<file path="src/design/lsr_sqrt.sv">
`timescale 1ns / 1ps
`default_nettype none

module lsr_sqrt (
	input  wire logic        clk,
	input  wire logic        arst_n,
	input  wire logic        start,
	input  wire logic [63:0] radicand,
	output      logic        done,
	output      logic [31:0] root
);

	logic [63:0] rem_q;
	logic [63:0] res_q;
	logic [63:0] bit_q;
	logic        busy_q;
	logic        done_q;
	logic [63:0] trial;

	assign trial = res_q + bit_q;
	assign done  = done_q;
	assign root  = res_q[31:0];

	always_ff @(posedge clk or negedge arst_n) begin
		if (!arst_n) begin
			busy_q <= 1'b0;
			done_q <= 1'b0;
		end else begin
			done_q <= 1'b0;
			if (start) begin
				busy_q <= 1'b1;
			end else if (busy_q && bit_q == 64'd1) begin
				busy_q <= 1'b0;
				done_q <= 1'b1;
			end
		end
	end

	always_ff @(posedge clk) begin
		if (start) begin
			rem_q <= radicand;
			res_q <= 64'd0;
			bit_q <= 64'd1 << 62;
		end else if (busy_q) begin
			if (rem_q >= trial) begin
				rem_q <= rem_q - trial;
				res_q <= (res_q >> 1) + bit_q;
			end else begin
				res_q <= res_q >> 1;
			end
			bit_q <= bit_q >> 2;
		end
	end

endmodule

`default_nettype wire

</file>
<file path="config.mk">
export PLATFORM = sky130hd
export DESIGN_NAME = lsr_sqrt
export DESIGN_NICKNAME = d
export VERILOG_FILES = /design/src/design/lsr_sqrt.sv
export SDC_FILE = /design/constraint.sdc
export NUM_CORES = 1
export LEC_CHECK = 0
export ABC_CLOCK_PERIOD_IN_PS = 10000
export BUFFER_PORTS_ARGS = -buffer_cell sky130_fd_sc_hd__clkbuf_2
export CAP_MARGIN = 20
export CORE_MARGIN = 8
export CORE_UTILIZATION = 30
export DETAILED_ROUTE_END_ITERATION = 10
export HOLD_SLACK_MARGIN = 0.12
export PLACE_DENSITY = 0.53
export SYNTH_ARGS = -nofsm -noshare
export SYNTH_HDL_FRONTEND = slang
export SYNTH_SLANG_ARGS = --single-unit
export TNS_END_PERCENT = 50
</file>
<file path="constraint.sdc">
create_clock -name clk -period 10 [get_ports clk]
set_clock_uncertainty 0.05 [all_clocks]
set_input_delay 1 -clock clk [delete_from_list [all_inputs] [get_ports clk]]
set_output_delay 1 -clock clk [all_outputs]
set_load 0.03 [all_outputs]
</file>
==> impl_metrics.tcl, run 1 <==
set metrics [dict create \
    status "finished clean" \
    initial_utilization_pct 30.1 \
    syn_area_mm2 0.0150 \
    synth_top_area_share_pct 12.8 \
    crit_path_end_kind "flip-flop" \
    grt_pass1_wl_um 75200 \
    clock_latency_ps 470 \
    die-area_mm2 0.0574 \
    antenna_found_initial 1 \
    p_per_area_mw_per_mm2 235 \
    yosys_warnings 0 \
    worstPathMaxFanout 65 \
    post_cts_buffers 0 \
    cp.arrival_ps 7840 \
    drc 0 \
    cellLeakagePower_uw 0.00655 \
    fillers 5287 \
    grt_max_degree 88 \
    port_buffers 99 \
    wl_per_cell_um 18.3 \
    core-area_mm2 0.0498 \
    die_x_um 240 \
    synth_seq_cells 162 \
    synth_common_cells "nand2_1, nor2_1, o21ai_0" \
    r2r_setup_slack_ps 2440 \
    seq_area_frac_synth_pct 26.0 \
    period_needed_ps 7560 \
    fin_nets 2081 \
    synth-async-reset-ratio_pct 1.23 \
    clkTransAtPathRegs_ps 70 \
    rsz0062_at_grt "false" \
    wl_met2_um 22800 \
    gp_congestion 0.894 \
    slew_headroom_pct 35.3 \
    irDropWorstVdd_uv 125 \
    final-setup-viol-count 0 \
    synth-main-ff-cell "dfxtp_1" \
    maxSlewViolCount 0 \
    hold_path_class "input pin to asynchronous set/reset pin" \
    cts_sinks 162 \
    dp_hpwl_um 36800 \
    ant_nets 0 \
    grt-ovfl-total 0 \
    synth_most_common_cell "nand2_1" \
    whs_ps 265 \
    n_antenna_cell 0 \
    rr_worst_depth 23 \
    drt_iter0_markers 889 \
    root_buffer "clkbuf_16" \
    maxCapViolCount 0 \
    period_share_pct 75.6 \
    area_growth_pct 8.57 \
    synth.net_count 2090 \
    topRoutingLayerUsed "met4" \
    ys_types 80 \
    fin_setup_tns_ps 0 \
    syn_inst 1892 \
    ios 100 \
    synthTopCellsByArea "dfxtp_1, edfxtp_1, ha_1" \
    cts-buffers-inserted 17 \
    fin_cells 2568 \
    startpoint "res_q[2]" \
    fmax_ghz 0.132 \
    clk_path_buf_depth 2 \
    place_inst 2536 \
    synth.avg_cell_area_um2 7.93 \
    drtPass1Iterations 5 \
    htreeDepth 4 \
    critPathRequiredTime_ps 10280 \
    routed-wl-met3_um 2610 \
    yosys.area.top_type "dfxtp_1" \
    grt_pass1_vias 13586 \
    postPlaceCellArea_mm2 0.0158 \
    die_y_um 240 \
    drive_above_1_share_pct 9.49 \
    path_class "flip-flop to flip-flop" \
    tightest_slew_ps 971 \
    setup.worst_path.end "res_q[58]" \
    fin_area_mm2 0.0163 \
    via_count 13951 \
    start_kind "flip-flop" \
    hold_viol 0 \
    synth_edf_count 64 \
    hold_buffers 0 \
    via_per_inst 5.43 \
    final_core_util_pct 32.7 \
    cts_tree "yes" \
    grt_usage_pct 16.3 \
    core.rowCount 82 \
    r2r_end "res_q[58]" \
    wl_met1_um 21000 \
    timing.rr.start "res_q[2]" \
    drt_wl_total_um 47000 \
    cts_repair_resize_count 0 \
]
## worst max-delay path: stages (launching register included)
cell and delay (ps):
dfxtp_1 370, ha_1 360, a31oi_1 160, o21bai_1 400
a21oi_1 210, o31ai_1 410, nand4_1 200, nand3_1 140
a21boi_0 140, o21ai_0 410, a31oi_1 160, xor2_1 170
ha_1 400, nand2_1 150, or4_1 540, nor4_1 590
nor3_1 140, a2111oi_2 630, a211oi_4 70, buf_4 260
buf_4 360, and2_0 600, a22oi_1 330, a21oi_1 100
## sequential cells by signal (all words and copies together) (netlist names)
name,flops
busy_q,1
rem_q,64
bit_q,32
done,1
res_q,64
## cell usage in the layout (no fill, tap or decap), drive strengths merged, types with 37 or more instances in the layout
master  instances
a21oi         138
dfxtp          96
nand4          48
nand2         218
a31oi          62
o21bai         37
a21o           57
mux2i          45
clkbuf        117
o21ai         182
xor2           76
ha            130
xnor2          81
nor2          177
edfxtp         64
## cell families (layout without fill, tap and decap cells)
group | after synthesis | count (layout) | share of synthesized area, %
buf+inv | 157 | 161 | 5.05
compound gates | 636 | 636 | 27.1
xor+xnor | 157 | 157 | 9.17
simple gates | 597 | 597 | 18.2
flops | 162 | 162 | 26.0
fa+ha+maj | 131 | 131 | 11.0
mux | 52 | 52 | 3.53
## layer usage
metal	GRT usage [%]	vias to the layer above
met5	0	-
met4	3.66	0
met3	4.14	48
met2	28.3	307
met1	19.9	6648
li1	-	6948
## stage by stage
| stage | worst slack (ps) | power [uW] |
|---|---|---|
| 6_report | 2440 | 3830 |
| 5_1_grt | 2000 | 4140 |
| 4_1_cts | 2480 | 3850 |
| 3_5_place_dp | 2510 | 3190 |
| 3_3_place_gp | 2740 | 3180 |
| 2_1_floorplan | 1710 | 2680 |
## cell type report
class | instances | area [um^2] | share of cell area, %
Clock buffer | 19 | 433 | 2.66
Timing Repair Buffer | 106 | 554 | 3.40
Tap cell | 672 | 841 | 5.16
Clock inverter | 13 | 103 | 0.630
Sequential cell | 162 | 3900 | 23.9
Inverter | 23 | 86.3 | 0.530
Multi-Input combinational cell | 1573 | 10400 | 63.7
## where the power goes
part           leakage (uW)  switching, uW  total (uW)  internal, uW
Sequential          0.00147           97.4        1020           918
Clock              0.000263            316         637           321
Combinational       0.00482           1350        2180           825
Total               0.00655           1760        3830          2060
## worst min-delay path by stage
| stage | to | slack [ps] |
|---|---|---|
| after floorplan | res_q[63] | 430 |
| after global placement | res_q[0] | 440 |
| after detailed placement | res_q[0] | 450 |
| after CTS | busy_q | 250 |
| after global routing | busy_q | 250 |
| final | busy_q | 270 |
No activity file was read; power rests on OpenSTA's default activity.
==> inputs of run 2 (changes only) <==
--- a/config.mk
+++ b/config.mk
@@ -5,7 +5,7 @@
 export SDC_FILE = /design/constraint.sdc
 export NUM_CORES = 1
 export LEC_CHECK = 0
-export ABC_CLOCK_PERIOD_IN_PS = 10000
+export ABC_CLOCK_PERIOD_IN_PS = 7310
 export BUFFER_PORTS_ARGS = -buffer_cell sky130_fd_sc_hd__clkbuf_2
 export CAP_MARGIN = 20
 export CORE_MARGIN = 8
==> constraint.sdc (replaced) <==
create_clock -name clk -period 7.31 [get_ports clk]
set_clock_uncertainty 0.05 [all_clocks]
set_input_delay 0.731 -clock clk [delete_from_list [all_inputs] [get_ports clk]]
set_output_delay 0.731 -clock clk [all_outputs]
set_load 0.03 [all_outputs]
==> impl_metrics.tcl, run 2 (synthesis results as in run 1) <==
set metrics [dict create \
    status "finished clean" \
    clk_path_buf_depth 2 \
    initial_utilization_pct 30.1 \
    cts_tree "yes" \
    multi_input_area_mm2 0.0104 \
    place_inst 2546 \
    seqCellArea_mm2 0.00390 \
    core-area_mm2 0.0498 \
    n_antenna_cell 0 \
    ios 100 \
    power_frac_comb_pct 55.7 \
    p_int_uw 3030 \
    dp_hpwl_um 37300 \
    grt_usage_pct 16.4 \
    crit_path_end_kind "flip-flop" \
    critPathRequiredTime_ps 7600 \
    die_x_um 240 \
    via_count 14124 \
    fin_setup_tns_ps 0 \
    maxCapViolCount 0 \
    cts_sinks 162 \
    max_stage_delay_ps 510 \
    cellLeakagePower_uw 0.00668 \
    root_buffer "clkbuf_16" \
    min_from "res_q[63]" \
    hold_path_class "flip-flop to flip-flop" \
    port_buffers 99 \
    final_core_util_pct 33.2 \
    p_switching_uw 2480 \
    p_per_area_mw_per_mm2 333 \
    core.rowCount 82 \
    fillers 5274 \
    grt-ovfl-total 0 \
    fmax_ghz 0.150 \
    period_needed_ps 6650 \
    r2r_end "res_q[4]" \
    path_class "flip-flop to flip-flop" \
    antenna_found_initial 1 \
    path_cells "ha_1 > a311o_1 > or3_1 > a211oi_2 > o41ai_2 > a21oi_2 > o31ai_4 > a31oi_1 > o21a_1 > xor2_1 > ha_1 > a21o_1 > a21o_1 > a21oi_1 > nand2_1 > nor3_1 > a2111oi_2 > a211oi_4 > buf_4 > mux2_2 > mux2i_1 > nor2_1" \
    area_growth_pct 10.2 \
    hold_viol 0 \
    fin_cells 2579 \
    clkTransAtPathRegs_ps 80 \
    grt_max_degree 93 \
    cp.arrival_ps 6940 \
    clock_latency_ps 470 \
    layout.cells.most_common_list "nand2_1, o21ai_0, nor2_1" \
    cpLargestDelayFamily "compound AO/OA/AOI/OAI gates" \
    drtPass1Iterations 7 \
    crit_buf_inv 1 \
    hold_depth 2 \
    postPlaceCellArea_mm2 0.0159 \
    rsz0062_at_grt "false" \
    layout_commonest_cell "nand2_1" \
    maxSlewViolCount 0 \
    clkPwrFrac_pct 19.0 \
    die_y_um 240 \
    wl_per_cell_um 18.6 \
    period_share_pct 91.0 \
    final-setup-viol-count 0 \
    grt_pass1_wl_um 75600 \
    fin_nets 2092 \
    drc 0 \
    power_frac_seq_pct 25.3 \
    die-area_mm2 0.0574 \
    via_per_inst 5.48 \
    rr_worst_depth 22 \
    ant_nets 0 \
    gp_congestion 0.903 \
    timing.rr.start "res_q[16]" \
    post_cts_buffers 0 \
    hold_end "res_q[63]" \
    slew_headroom_pct 32.1 \
    start_kind "flip-flop" \
    fin_area_mm2 0.0165 \
    drive_above_1_share_pct 10.1 \
    drt_wl_total_um 47900 \
    irDropWorstVdd_uv 175 \
    r2r_setup_slack_ps 660 \
    drt_iter0_markers 1108 \
    top_regs "rem_q: 64 flops, res_q: 64 flops, bit_q: 32 flops" \
    cp_slowest_cell "dfxtp_1" \
    tightest_slew_ps 1020 \
    switching_share_pct 45.0 \
    worstPathMaxFanout 46 \
    grt_pass1_vias 13703 \
    fin_total_pwr_uw 5510 \
    cts-buffers-inserted 17 \
    htreeDepth 4 \
]
==> run 2: cell count changes in the layout (fill, tap and decap cells not counted), sizes merged <==
cell / before / now
buf: 8 / 18
bufinv: 0 / 4
clkbuf: 117 / 116
clkinv: 7 / 3
clkinvlp: 1 / 0
dlygate4sd3: 0 / 1
inv: 28 / 30
==> run 2: routing by layer <==
| metal | global-route usage (%) | share of wire (%) |
|---|---|---|
| met4 | 4.55 | 1.7 |
| met3 | 3.96 | 5.6 |
| met2 | 28.4 | 48 |
| met5 | 0 | 0.027 |
| met1 | 20.2 | 44 |
==> run 2: how the worst max path moves through the flow <==
stage,end,slack (ps),cells past startpoint,from
after floorplan,rem_q[0],390,21,res_q[2]
after global placement,res_q[62],800,23,res_q[4]
after detailed placement,res_q[62],630,23,res_q[4]
after CTS,res_q[62],580,23,res_q[2]
after global routing,res_q[62],120,23,res_q[2]
final,res_q[4],660,22,res_q[16]
==> run 2: power groups by stage <==
| stage | clock network [uW] | registers [uW] | logic (uW) |
|---|---|---|---|
| floorplan | 0 | 1340 | 2330 |
| CTS | 1070 | 1400 | 3040 |
| global placement | 0 | 1410 | 3010 |
| global route | 1100 | 1420 | 3390 |
| finish | 1050 | 1390 | 3070 |
| detailed placement | 0 | 1410 | 3030 |
==> run 2: layout make-up <==
class / instances / share of cell area [%]
repair buffers: 117 / 4.02
clock buffers: 18 / 2.73
well taps: 672 / 5.09
flip-flops and latches: 162 / 23.6
clock inverters: 14 / 1.29
multi-input cells: 1573 / 62.8
inverters: 23 / 0.522
==> run 2: tightest hold or removal path: stages, from the launching register on <==
cell and delay (ps):
dfxtp_1 350, nand2_1 80, o31ai_1 60
==> run 2: per-stage QoR <==
stage | hold slack [ps] | setup WS [ps]
floorplan | 385 | 386
global placement | 446 | 803
detailed placement | 471 | 633
CTS | 460 | 583
global route | 477 | 119
finish | 482 | 658
==> run 2: repair_timing <==
action	in CTS	in global routing
endpoints found under the setup margin	0	1
hold endpoints to repair	2	0
hold buffers	1	0
resized for setup	0	1
==> inputs of run 3 (changes only) <==
--- a/config.mk
+++ b/config.mk
@@ -8,11 +8,13 @@
 export ABC_CLOCK_PERIOD_IN_PS = 7310
 export BUFFER_PORTS_ARGS = -buffer_cell sky130_fd_sc_hd__clkbuf_2
 export CAP_MARGIN = 20
-export CORE_MARGIN = 8
+export CELL_PAD_IN_SITES_DETAIL_PLACEMENT = 0
+export CELL_PAD_IN_SITES_GLOBAL_PLACEMENT = 1
+export CORE_MARGIN = 10
 export CORE_UTILIZATION = 30
 export DETAILED_ROUTE_END_ITERATION = 10
 export HOLD_SLACK_MARGIN = 0.12
-export PLACE_DENSITY = 0.53
+export PLACE_DENSITY = 0.65
 export SYNTH_ARGS = -nofsm -noshare
 export SYNTH_HDL_FRONTEND = slang
 export SYNTH_SLANG_ARGS = --single-unit
==> impl_metrics.tcl, run 3 (synthesis results as in run 1) <==
set metrics [dict create \
    rsz0062_at_grt "false" \
    slew_headroom_pct 27.4 \
    cellLeakagePower_uw 0.00666 \
    drive_above_1_share_pct 10.1 \
    post_cts_buffers 0 \
    setup_slack_ps 487 \
    max_stage_delay_ps 690 \
    period_needed_ps 6820 \
    port_buffers 99 \
    drc 0 \
    final_core_util_pct 33.6 \
    clock_latency_ps 460 \
    crit_path_end_kind "flip-flop" \
    power_frac_comb_pct 56.4 \
    grt_pass1_vias 13770 \
    via_per_inst 5.38 \
    maxCapViolCount 0 \
    cp_slowest_cell "a211oi_4" \
    hold_depth 2 \
    p_per_area_mw_per_mm2 329 \
    cts-buffers-inserted 17 \
    power_frac_seq_pct 25.5 \
    via_count 13842 \
    ios 100 \
    die_y_um 244 \
    wl_per_cell_um 18.9 \
    start_kind "flip-flop" \
    status "finished clean" \
    grt-ovfl-total 0 \
    fin_area_mm2 0.0165 \
    die-area_mm2 0.0593 \
    fmax_ghz 0.147 \
    hold_viol 0 \
    clkTransAtPathRegs_ps 70 \
    n_antenna_cell 0 \
    hold_buffers 1 \
    htreeDepth 4 \
    min_from "res_q[0]" \
    cpLargestDelayFamily "compound AO/OA/AOI/OAI gates" \
    worstPathMaxFanout 34 \
    switching_share_pct 44.9 \
    path_cells "ha_1 > a311o_1 > or3_1 > a211oi_2 > o41ai_2 > a21oi_2 > o31ai_4 > a31oi_1 > o21a_1 > o21bai_1 > a31oi_1 > xor2_1 > ha_1 > a21o_1 > a21oi_1 > o21bai_1 > a21oi_1 > o21ai_0 > a211oi_4 > buf_4 > and2b_1 > xnor2_1 > a211oi_1" \
    drt_wl_total_um 48600 \
    layout.cells.most_common_list "nand2_1, o21ai_0, nor2_1" \
    period_share_pct 93.3 \
    dp_hpwl_um 38600 \
    root_buffer "clkbuf_16" \
    p_int_uw 2990 \
    ant_nets 0 \
    irDropWorstVdd_uv 224 \
    fin_nets 2094 \
    cts_tree "yes" \
    drtPass1Iterations 5 \
    grt_pass1_wl_um 76900 \
    hold_end "res_q[0]" \
    p_switching_uw 2430 \
    initial_utilization_pct 30.5 \
    fin_setup_tns_ps 0 \
    cts_sinks 162 \
    area_growth_pct 9.94 \
    preCtsSetupSlack_ps 576 \
    cts_repair_resize_count 0 \
    path_class "flip-flop to flip-flop" \
    grt_usage_pct 16.1 \
    layout_commonest_cell "nand2_1" \
    rr_worst_depth 23 \
    postPlaceCellArea_mm2 0.0158 \
    hold_path_class "flip-flop to flip-flop" \
    core.rowCount 81 \
    drt_iter0_markers 810 \
    final-setup-viol-count 0 \
    cp.arrival_ps 7130 \
    clkPwrFrac_pct 18.1 \
    fin_total_pwr_uw 5430 \
    core-area_mm2 0.0492 \
    maxSlewViolCount 0 \
    tightest_slew_ps 1090 \
    critPathRequiredTime_ps 7610 \
    grt_max_degree 95 \
    die_x_um 244 \
    clk_path_buf_depth 2 \
    fillers 5273 \
    r2r_setup_slack_ps 490 \
    top_regs "rem_q: 64 flops, res_q: 64 flops, bit_q: 32 flops" \
    antenna_found_initial 1 \
    gp_congestion 0.909 \
    crit_buf_inv 1 \
    r2r_end "res_q[35]" \
    timing.rr.start "res_q[16]" \
]
-- run 3: cell types whose count changed in the layout (fill, tap and decap cells not counted), sizes merged --
cell      before  now
bufinv         4    1
clkinvlp       0    3
buf           18   20
clkbuf       116  123
clkinv         3    1
inv           30   25
-- run 3: how the worst max path moves through the flow --
stage | cells after the start | start | to | slack [ps]
floorplan | 21 | res_q[2] | rem_q[0] | 390
global placement | 23 | res_q[16] | res_q[25] | 590
detailed placement | 22 | res_q[16] | res_q[4] | 580
CTS | 22 | res_q[16] | res_q[35] | 530
global route | 23 | res_q[16] | res_q[35] | 30
finish | 23 | res_q[16] | res_q[35] | 490
-- run 3: per-layer routing --
metal  track usage (%)  up-vias  wire, um
met3              4.03       44      2510
met1              19.3     6562     21600
li1                  -     6972         -
met4              3.84        0       720
met5                 0        -         0
met2              28.3      264     23800
-- run 3: power by group through the flow --
stage | logic [uW] | registers, uW | clock network, uW
after floorplan | 2330 | 1340 | 0
after global routing | 3410 | 1410 | 1050
after global placement | 3040 | 1410 | 0
after CTS | 3060 | 1390 | 1010
final | 3060 | 1380 | 983
after detailed placement | 3040 | 1400 | 0
-- run 3: final cells by class --
cell class | count | area (um^2) | share of cell area (%)
clock buffers | 25 | 561 | 3.40
clock inverters | 7 | 78.8 | 0.478
inverters | 23 | 86.3 | 0.523
multi-input cells | 1573 | 10400 | 62.9
flip-flops and latches | 162 | 3900 | 23.6
well taps | 664 | 831 | 5.04
repair buffers | 119 | 667 | 4.04
-- run 3: tightest hold or removal path, delay by kind of cell, from the launching register on --
kind | cells | cell delay (ps)
AOI/OAI and AO/OA | 1 | 50
and+or+nand+nor | 1 | 90
DFF | 1 | 330
-- run 3: metrics by stage --
step           std cells  hold WS [ps]
2_1_floorplan       1892           385
6_report            2573           461
5_1_grt             2573           483
4_1_cts             2573           463
3_5_place_dp        2540           449
3_3_place_gp        2540           447
